==> config.mk <==
export PLATFORM = sky130hd
export DESIGN_NAME = i2c_bit_level_master_top
export DESIGN_NICKNAME = d
export VERILOG_FILES = /design/src/hdl/i2cbm_pkg.sv /design/src/hdl/i2cbm_core.sv /design/src/hdl/i2cbm_skid.sv /design/src/hdl/i2c_bit_level_master_top.sv
export SDC_FILE = /design/constraint.sdc
export NUM_CORES = 1
export LEC_CHECK = 0
export ABC_AREA = 1
export BUFFER_PORTS_ARGS = -buffer_cell sky130_fd_sc_hd__buf_4
export CORE_UTILIZATION = 51
export CTS_BUF_LIST = sky130_fd_sc_hd__clkbuf_16
export CTS_CLUSTER_SIZE = 24
export DETAILED_ROUTE_END_ITERATION = 6
export PLACE_DENSITY = 0.72
export SLEW_MARGIN = 0
export SYNTH_ARGS = -nofsm -noshare
export SYNTH_HDL_FRONTEND = slang
export SYNTH_HIERARCHICAL = 1
export SYNTH_SLANG_ARGS = --single-unit
export TNS_END_PERCENT = 100
==> constraint.sdc <==
create_clock -name clk -period 2.7 [get_ports clk]
set_clock_uncertainty 0.1 [all_clocks]
set_input_delay 0 -clock clk [delete_from_list [all_inputs] [get_ports clk]]
set_output_delay 0 -clock clk [all_outputs]
set_load 0.05 [all_outputs]
==> src/hdl/i2cbm_pkg.sv <==
// ----------------------------------------------------------------------------
// I2C bit-level master package
// Phase codes, command codes, register indexes and the result beat type.
// ----------------------------------------------------------------------------
package i2cbm_pkg;

  typedef enum logic [4:0] {
    PH_IDLE,
    PH_ST_A, PH_ST_B,
    PH_SP_A, PH_SP_B, PH_SP_C, PH_SP_D,
    PH_WR_LOW, PH_WR_SET, PH_WR_HIGH,
    PH_AK_LOW, PH_AK_REL, PH_AK_HIGH,
    PH_RD_PRE, PH_RD_LOW, PH_RD_HIGH,
    PH_RA_LOW, PH_RA_SET, PH_RA_HIGH
  } phase_t;

  localparam logic [1:0] OP_START = 2'd0;
  localparam logic [1:0] OP_STOP  = 2'd1;
  localparam logic [1:0] OP_WRITE = 2'd2;
  localparam logic [1:0] OP_READ  = 2'd3;

  localparam logic REG_HALF    = 1'b0;
  localparam logic REG_QUARTER = 1'b1;

  localparam int unsigned CFG_WIDTH = 16;
  localparam logic [CFG_WIDTH-1:0] HALF_RESET    = 16'd100;
  localparam logic [CFG_WIDTH-1:0] QUARTER_RESET = 16'd50;

  localparam logic [7:0] MSB_MASK = 8'h80;
  localparam logic [2:0] LAST_BIT = 3'd7;

  typedef struct packed {
    logic       scl_release;
    logic       sda_release;
    logic       ready_res;
    logic       done_res;
    logic       ack_seen;
    logic [7:0] read_data;
  } result_t;

endpackage

==> src/hdl/i2cbm_core.sv <==
// ----------------------------------------------------------------------------
// I2C bit-level master core
// Holds the bus state and timing registers and works out each tick's update.
// ----------------------------------------------------------------------------
module i2cbm_core import i2cbm_pkg::*; #(
  parameter int unsigned TIMER_WIDTH = 16
) (
  input  logic                 clk,
  input  logic                 rst,
  input  logic                 accept,
  input  logic                 cmd_valid,
  input  logic [1:0]           opcode,
  input  logic [7:0]           write_data,
  input  logic                 send_ack,
  input  logic                 sda_in,
  input  logic                 cfg_wr_en,
  input  logic                 cfg_index,
  input  logic [CFG_WIDTH-1:0] cfg_wdata,
  output result_t              res
);

  localparam logic [31:0] TIMER_MAX = 32'((64'd1 << TIMER_WIDTH) - 64'd1);
  localparam logic [TIMER_WIDTH-1:0] ONE_TICK = TIMER_WIDTH'(1);

  logic [CFG_WIDTH-1:0]   half_period_ticks;
  logic [CFG_WIDTH-1:0]   quarter_period_ticks;
  logic [TIMER_WIDTH-1:0] half_len;
  logic [TIMER_WIDTH-1:0] quarter_len;
  logic [31:0]            half_wide;
  logic [31:0]            quarter_wide;

  phase_t                 phase, phase_next;
  logic [TIMER_WIDTH-1:0] wait_count, wait_count_next;
  logic [2:0]             bit_index, bit_index_next;
  logic [7:0]             shift_byte, shift_byte_next;
  logic                   scl_drive, scl_drive_next;
  logic                   sda_drive, sda_drive_next;
  logic                   ack_flag, ack_flag_next;
  logic                   ack_to_drive, ack_to_drive_next;
  logic [7:0]             last_read, last_read_next;

  logic start_cmd;
  logic step;
  logic entering;
  logic done;

  always_ff @(posedge clk) begin
    if (rst) begin
      half_period_ticks    <= HALF_RESET;
      quarter_period_ticks <= QUARTER_RESET;
    end else if (cfg_wr_en) begin
      case (cfg_index)
        REG_HALF:    half_period_ticks    <= cfg_wdata;
        REG_QUARTER: quarter_period_ticks <= cfg_wdata;
        default: ;
      endcase
    end
  end

  always_comb begin
    half_wide    = {{(32 - CFG_WIDTH){1'b0}}, half_period_ticks};
    quarter_wide = {{(32 - CFG_WIDTH){1'b0}}, quarter_period_ticks};
    if (half_wide > TIMER_MAX) half_len = TIMER_MAX[TIMER_WIDTH-1:0];
    else if (half_period_ticks == '0) half_len = ONE_TICK;
    else half_len = half_wide[TIMER_WIDTH-1:0];
    if (quarter_wide > TIMER_MAX) quarter_len = TIMER_MAX[TIMER_WIDTH-1:0];
    else if (quarter_period_ticks == '0) quarter_len = ONE_TICK;
    else quarter_len = quarter_wide[TIMER_WIDTH-1:0];
  end

  assign start_cmd = (phase == PH_IDLE) && cmd_valid;
  assign step      = (phase != PH_IDLE) && (wait_count <= ONE_TICK);

  always_comb begin
    phase_next = phase;
    if (start_cmd) begin
      case (opcode)
        OP_START: phase_next = PH_ST_A;
        OP_STOP:  phase_next = PH_SP_A;
        OP_WRITE: phase_next = PH_WR_LOW;
        default:  phase_next = sda_drive ? PH_RD_LOW : PH_RD_PRE;
      endcase
    end else if (step) begin
      case (phase)
        PH_ST_A:    phase_next = PH_ST_B;
        PH_SP_A:    phase_next = PH_SP_B;
        PH_SP_B:    phase_next = PH_SP_C;
        PH_SP_C:    phase_next = PH_SP_D;
        PH_WR_LOW:  phase_next = PH_WR_SET;
        PH_WR_SET:  phase_next = PH_WR_HIGH;
        PH_WR_HIGH: phase_next = (bit_index < LAST_BIT) ? PH_WR_LOW : PH_AK_LOW;
        PH_AK_LOW:  phase_next = PH_AK_REL;
        PH_AK_REL:  phase_next = PH_AK_HIGH;
        PH_RD_PRE:  phase_next = PH_RD_LOW;
        PH_RD_LOW:  phase_next = PH_RD_HIGH;
        PH_RD_HIGH: phase_next = (bit_index < LAST_BIT) ? PH_RD_LOW : PH_RA_LOW;
        PH_RA_LOW:  phase_next = PH_RA_SET;
        PH_RA_SET:  phase_next = PH_RA_HIGH;
        default:    phase_next = PH_IDLE;
      endcase
    end
  end

  assign entering = start_cmd || (step && (phase_next != PH_IDLE));
  assign done     = step && (phase_next == PH_IDLE);

  always_comb begin
    wait_count_next   = wait_count;
    bit_index_next    = bit_index;
    shift_byte_next   = shift_byte;
    scl_drive_next    = scl_drive;
    sda_drive_next    = sda_drive;
    ack_flag_next     = ack_flag;
    ack_to_drive_next = ack_to_drive;
    last_read_next    = last_read;

    if (start_cmd) begin
      bit_index_next = '0;
      if (opcode == OP_WRITE) begin
        shift_byte_next = write_data;
      end else if (opcode == OP_READ) begin
        shift_byte_next   = '0;
        ack_to_drive_next = send_ack;
      end
    end else if (step) begin
      case (phase)
        PH_ST_B: scl_drive_next = 1'b0;
        PH_WR_HIGH: begin
          shift_byte_next = {shift_byte[6:0], 1'b0};
          if (bit_index < LAST_BIT) bit_index_next = bit_index + 3'd1;
        end
        PH_AK_HIGH: ack_flag_next = ~sda_in;
        PH_RD_HIGH: begin
          shift_byte_next = {shift_byte[6:0], sda_in};
          if (bit_index < LAST_BIT) bit_index_next = bit_index + 3'd1;
          else last_read_next = {shift_byte[6:0], sda_in};
        end
        default: ;
      endcase
      if (done) wait_count_next = '0;
    end else if (phase != PH_IDLE) begin
      wait_count_next = wait_count - ONE_TICK;
    end

    if (entering) begin
      wait_count_next = quarter_len;
      case (phase_next)
        PH_ST_A: scl_drive_next = 1'b1;
        PH_ST_B: sda_drive_next = 1'b0;
        PH_SP_A: scl_drive_next = 1'b0;
        PH_SP_B: begin
          sda_drive_next  = 1'b0;
          wait_count_next = half_len;
        end
        PH_SP_C: scl_drive_next = 1'b1;
        PH_SP_D: begin
          sda_drive_next  = 1'b1;
          wait_count_next = half_len;
        end
        PH_WR_LOW: scl_drive_next = 1'b0;
        PH_WR_SET: sda_drive_next = (shift_byte_next & MSB_MASK) != 8'h00;
        PH_WR_HIGH: begin
          scl_drive_next  = 1'b1;
          wait_count_next = half_len;
        end
        PH_AK_LOW: scl_drive_next = 1'b0;
        PH_AK_REL: sda_drive_next = 1'b1;
        PH_AK_HIGH: begin
          scl_drive_next  = 1'b1;
          wait_count_next = half_len;
        end
        PH_RD_PRE: scl_drive_next = 1'b0;
        PH_RD_LOW: begin
          scl_drive_next  = 1'b0;
          sda_drive_next  = 1'b1;
          wait_count_next = half_len;
        end
        PH_RD_HIGH: begin
          scl_drive_next  = 1'b1;
          wait_count_next = half_len;
        end
        PH_RA_LOW: scl_drive_next = 1'b0;
        PH_RA_SET: sda_drive_next = ~ack_to_drive_next;
        PH_RA_HIGH: begin
          scl_drive_next  = 1'b1;
          wait_count_next = half_len;
        end
        default: ;
      endcase
    end
  end

  always_ff @(posedge clk) begin
    if (rst) begin
      phase        <= PH_IDLE;
      wait_count   <= '0;
      bit_index    <= '0;
      shift_byte   <= '0;
      scl_drive    <= 1'b1;
      sda_drive    <= 1'b1;
      ack_flag     <= 1'b0;
      ack_to_drive <= 1'b0;
      last_read    <= '0;
    end else if (accept) begin
      phase        <= phase_next;
      wait_count   <= wait_count_next;
      bit_index    <= bit_index_next;
      shift_byte   <= shift_byte_next;
      scl_drive    <= scl_drive_next;
      sda_drive    <= sda_drive_next;
      ack_flag     <= ack_flag_next;
      ack_to_drive <= ack_to_drive_next;
      last_read    <= last_read_next;
    end
  end

  always_comb begin
    res.scl_release = scl_drive_next;
    res.sda_release = sda_drive_next;
    res.ready_res   = (phase_next == PH_IDLE);
    res.done_res    = done;
    res.ack_seen    = ack_flag_next;
    res.read_data   = last_read_next;
  end

  a_wait_loaded: assert property (@(posedge clk) disable iff (rst)
    (phase != PH_IDLE) |-> (wait_count != '0))
    else $error("busy phase with an empty wait counter");

  a_hold_when_idle_tick: assert property (@(posedge clk) disable iff (rst)
    !accept |=> ($stable(phase) && $stable(wait_count) && $stable(shift_byte)))
    else $error("state moved without an accepted tick");

  a_done_returns_idle: assert property (@(posedge clk) disable iff (rst)
    (accept && done) |=> (phase == PH_IDLE))
    else $error("completion did not return to idle");

endmodule

==> src/hdl/i2cbm_skid.sv <==
// ----------------------------------------------------------------------------
// I2C bit-level master result buffer
// Output register with a skid stage, so a tick is taken while a result waits.
// ----------------------------------------------------------------------------
module i2cbm_skid import i2cbm_pkg::*; (
  input  logic    clk,
  input  logic    rst,
  input  logic    push_valid,
  input  result_t push_data,
  output logic    push_stall,
  output logic    out_valid,
  input  logic    out_stall,
  output result_t out_data
);

  logic    main_valid;
  logic    skid_valid;
  result_t main_data;
  result_t skid_data;
  logic    push;

  assign push       = push_valid && !skid_valid;
  assign push_stall = skid_valid;
  assign out_valid  = main_valid;
  assign out_data   = main_data;

  always_ff @(posedge clk) begin
    if (rst) begin
      main_valid <= 1'b0;
      skid_valid <= 1'b0;
    end else if (main_valid && out_stall) begin
      if (push) begin
        skid_valid <= 1'b1;
      end
    end else if (skid_valid) begin
      main_valid <= 1'b1;
      skid_valid <= 1'b0;
    end else begin
      main_valid <= push;
    end
  end

  always_ff @(posedge clk) begin
    if (main_valid && out_stall) begin
      if (push) skid_data <= push_data;
    end else if (skid_valid) begin
      main_data <= skid_data;
    end else if (push) begin
      main_data <= push_data;
    end
  end

  a_skid_needs_main: assert property (@(posedge clk) disable iff (rst)
    skid_valid |-> main_valid)
    else $error("skid stage full while output register empty");

  a_no_push_when_full: assert property (@(posedge clk) disable iff (rst)
    (skid_valid && out_stall) |=> skid_valid && $stable(skid_data))
    else $error("skid stage overwritten");

  a_held_beat: assert property (@(posedge clk) disable iff (rst)
    (main_valid && out_stall) |=> (main_valid && $stable(main_data)))
    else $error("stalled result beat changed");

endmodule

==> src/hdl/i2c_bit_level_master_top.sv <==
// ----------------------------------------------------------------------------
// I2C bit-level master
// Each input beat is one timer tick; one result beat leaves per tick and is
// registered in the output buffer. A tick is accepted every cycle while the
// output side keeps up; a two-entry output buffer absorbs one stalled beat.
// Synchronous reset releases both lines, returns to idle and restores the
// half and quarter period registers to 100 and 50 ticks.
// ----------------------------------------------------------------------------
module i2c_bit_level_master_top import i2cbm_pkg::*; #(
  parameter int unsigned TIMER_WIDTH = 16
) (
  input  logic                 clk,
  input  logic                 rst,
  input  logic                 in_valid,
  output logic                 in_stall,
  input  logic                 cmd_valid,
  input  logic [1:0]           opcode,
  input  logic [7:0]           write_data,
  input  logic                 send_ack,
  input  logic                 sda_in,
  output logic                 out_valid,
  input  logic                 out_stall,
  output logic                 scl_release,
  output logic                 sda_release,
  output logic                 ready_res,
  output logic                 done_res,
  output logic                 ack_seen,
  output logic [7:0]           read_data,
  input  logic                 cfg_wr_en,
  input  logic                 cfg_index,
  input  logic [CFG_WIDTH-1:0] cfg_wdata
);

  result_t res;
  result_t out_data;
  logic    accept;

  assign accept = in_valid && !in_stall;

  i2cbm_core #(
    .TIMER_WIDTH(TIMER_WIDTH)
  ) u_core (
    .clk        (clk),
    .rst        (rst),
    .accept     (accept),
    .cmd_valid  (cmd_valid),
    .opcode     (opcode),
    .write_data (write_data),
    .send_ack   (send_ack),
    .sda_in     (sda_in),
    .cfg_wr_en  (cfg_wr_en),
    .cfg_index  (cfg_index),
    .cfg_wdata  (cfg_wdata),
    .res        (res)
  );

  i2cbm_skid u_skid (
    .clk        (clk),
    .rst        (rst),
    .push_valid (in_valid),
    .push_data  (res),
    .push_stall (in_stall),
    .out_valid  (out_valid),
    .out_stall  (out_stall),
    .out_data   (out_data)
  );

  assign scl_release = out_data.scl_release;
  assign sda_release = out_data.sda_release;
  assign ready_res   = out_data.ready_res;
  assign done_res    = out_data.done_res;
  assign ack_seen    = out_data.ack_seen;
  assign read_data   = out_data.read_data;

endmodule

==> impl_metrics.json <==
{
  "p_leak_uw": 0.00331,
  "worst_slack_ns": 0.104,
  "post_dp_cell_area_um2": 6390,
  "fin_crit_ns": 2.60,
  "drv_cap": 0,
  "synth_nets": 837,
  "grt_usage": 0.263,
  "cts_tree": "yes",
  "path_class": "flip-flop to flip-flop",
  "cts_buffers": 9,
  "drc": 0,
  "wl_um": 15500,
  "min_path_cells": 5,
  "vias_per_cell": 5.46,
  "switching_share": 0.337,
  "wl_per_cell_um": 14.9,
  "regArea_um2": 2350,
  "grt_overflow": 0,
  "place.gp.congestion": 0.946,
  "dp_slack_ns": -0.0312,
  "achievable-frequency_mhz": 385,
  "cp-start-kind": "flip-flop",
  "synth_edf_count": 26,
  "dieArea_um2": 11700,
  "ys_ff_latch": 104,
  "vdd_drop_max_mv": 0.466,
  "final_max_slew_viol_count": 0,
  "die_y_um": 108,
  "setup.worst_path.end_class": "flip-flop",
  "timing.rr.start": "u_core/wait_count[0]$_SDFFE_PP0P_",
  "rows": 38,
  "dr_total_vias": 5689,
  "grt_pass1_vias": 5236,
  "dp.cells": 985,
  "power_frac_seq": 0.406,
  "timing.rr.end": "u_core/wait_count[14]$_SDFFE_PP0P_",
  "antenna_found_initial": 0,
  "reg2reg_slack_ns": 0.10,
  "dieWidth_um": 108,
  "crit_start": "u_core/wait_count[0]$_SDFFE_PP0P_",
  "initialDrtViolationCount": 262,
  "status": "finished clean",
  "cp.required_ns": 2.84,
  "ctsRootBufferMaster": "clkbuf_16",
  "coreArea_um2": 10900,
  "syn-instance-count": 797,
  "antennaDiodeCount": 0,
  "timing.critical_path.to": "u_core/wait_count[14]$_SDFFE_PP0P_",
  "worstPathMaxFanout": 8,
  "postSynthAreaPerCell_um2": 7.22,
  "nFillCells": 930,
  "insertion_delay_ns": 0.35,
  "cts_buffer_depth": 2,
  "dp_hpwl_um": 10400,
  "yosysWarnings": 6,
  "worstMarginPinSlew_ns": 0.619,
  "synthesis.area_um2": 5750,
  "final_hold_viol_count": 0,
  "p_per_area_nw_per_um2": 615,
  "arrival_ns": 2.74,
  "initial_core_util": 0.526,
  "io-pin-count": 50,
  "nNetsFinal": 937,
  "cts_sinks": 104,
  "multi_input_area_um2": 2930,
  "intPower_uw": 2980,
  "p_sw_uw": 1520,
  "period_share": 0.962,
  "stdcell_count": 1042,
  "drive_gt1_frac": 0.225,
  "grt_pass1_wl_um": 24000,
  "final_cell_mix": "123 x nand2_1, 113 x inv_1, 90 x buf_4",
  "drtPass1Iterations": 5,
  "setup_viol": 0,
  "p_comb_frac": 0.294,
  "clkTransAtPathRegs_ns": 0.07,
  "r2r.worst_path.cells": 20,
  "fin_hold_ws_ns": 0.0282,
  "post-route-cell-area_um2": 7320,
  "ys.flop_type": "dfxtp_1",
  "ant_nets": 0,
  "cts_max_level": 3,
  "async_flop_share": 0,
  "areaGrowthSynthToFinish_pct": 27.3,
  "ys_seq_area_frac": 0.407,
  "grt_max_degree": 52,
  "pwr-share-clk": 0.300,
  "grt_setup_unrepaired": "true",
  "slew_headroom": 0.585,
  "hp-class": "input port to flip-flop",
  "mostFrequentLayoutCell": "nand2_1",
  "io_buffers": 49,
  "synth_cell_type_count": 44
}
==> state kept, by name, summed over array words and instances (netlist names), 3 cells and up <==
register	flops
u_skid/skid_data	13
u_core/shift_byte	8
u_core/last_read	8
u_core/half_period_ticks	16
u_core/quarter_period_ticks	16
u_skid/out_data	13
u_core/bit_index	3
u_core/phase	5
u_core/wait_count	16
==> Yosys cell counts, types with 2 or more instances <==
cell type	n	area, um2
edfxtp_1	26	781
nand2_1	143	537
nor2_4	8	90.1
inv_2	9	33.8
o211ai_1	8	60.1
xnor2_1	5	43.8
dfxtp_1	78	1560
xor2_1	7	61.3
buf_4	7	52.6
nand3_4	2	35.0
or2_2	3	18.8
nor2_2	5	31.3
clkbuf_1	22	82.6
a211oi_1	7	52.6
o21ai_2	7	61.3
nand3_1	57	285
o21ai_1	2	10.0
nand3_2	2	20.0
nor2_8	2	40.0
nand4_1	9	56.3
nand2_2	4	25.0
a311oi_1	7	61.3
nor3_1	7	35.0
nor2_1	73	274
a21oi_1	67	335
buf_2	4	20.0
buf_6	2	22.5
ha_1	5	62.6
nor4_1	4	25.0
o21ai_0	86	430
inv_1	116	435
==> worst min-delay path by stage <==
stage / slack [ns] / startpoint / end
floorplan: 0.02 / in_valid / u_skid/out_valid$_SDFFE_PP0N_
global placement: 0.12 / cfg_wdata[6] / u_core/half_period_ticks[6]$_SDFFE_PP1P_
detailed placement: 0.13 / cfg_wdata[6] / u_core/half_period_ticks[6]$_SDFFE_PP1P_
CTS: 0.02 / cfg_index / u_core/half_period_ticks[2]$_SDFFE_PP1P_
global route: 0.04 / cfg_index / u_core/half_period_ticks[2]$_SDFFE_PP1P_
finish: 0.03 / cfg_index / u_core/half_period_ticks[2]$_SDFFE_PP1P_
==> layout make-up <==
type                            instances  area share
Tap cell                              140      0.0239
Clock inverter                          7      0.0108
Clock buffer                            9      0.0308
Sequential cell                       104       0.322
Timing Repair Buffer                  125       0.146
Multi-Input combinational cell        531       0.400
Inverter                              126      0.0660
==> through the flow <==
step                setup TNS (ns)  power (uW)   util
finish                           0        4500  0.669
global placement                 0        2940  0.584
CTS                       -0.00486        4360  0.643
detailed placement         -0.0312        2970  0.584
floorplan                        0        2640      -
global route                -0.326        4720  0.669
==> worst max-delay path: stages (launching register included) <==
cell	delay, ns
dfxtp_4	0.37
inv_4	0.07
ha_4	0.15
nand2_4	0.07
nor2_4	0.11
inv_1	0.07
nand2_1	0.07
nand2_2	0.10
inv_2	0.07
nand3_1	0.09
nand2_2	0.10
nand2_4	0.10
buf_6	0.14
nand3_2	0.10
nand2_4	0.08
nor2_8	0.19
nand3_4	0.18
nand2_2	0.10
nand2_1	0.07
nand2_1	0.09
a21oi_2	0.05
==> per-layer routing <==
metal | GRT usage | share of wire | vias up
li1 | - | - | 2806
met1 | 0.298 | 0.40 | 2637
met2 | 0.493 | 0.52 | 207
met3 | 0.0404 | 0.050 | 39
met4 | 0.0949 | 0.025 | 0
met5 | 0 | 0 | -
==> power by group through the flow <==
stage	Combinational (uW)	Sequential, uW	Clock (uW)
floorplan	746	1890	0
global placement	1100	1840	0
detailed placement	1120	1850	0
CTS	1190	1810	1360
global route	1450	1840	1430
finish	1320	1830	1350
==> kinds of logic after synthesis <==
kind of cell / synth area share
buf+inv: 0.117
mux: 0.00174
fa+ha+maj: 0.0109
compound gates: 0.183
flops: 0.407
simple gates: 0.262
xor+xnor: 0.0183
==> repair_timing <==
item                                   in CTS  in global routing
setup endpoints to repair                   7                 25
hold buffers                               30                  0
endpoints found under the hold margin      49                  0
buffers inserted                            1                  8
cloned                                      1                  1
gates resized for setup                     4                 63
pin swaps                                   1                 22
(Power assumes the default switching activity.)
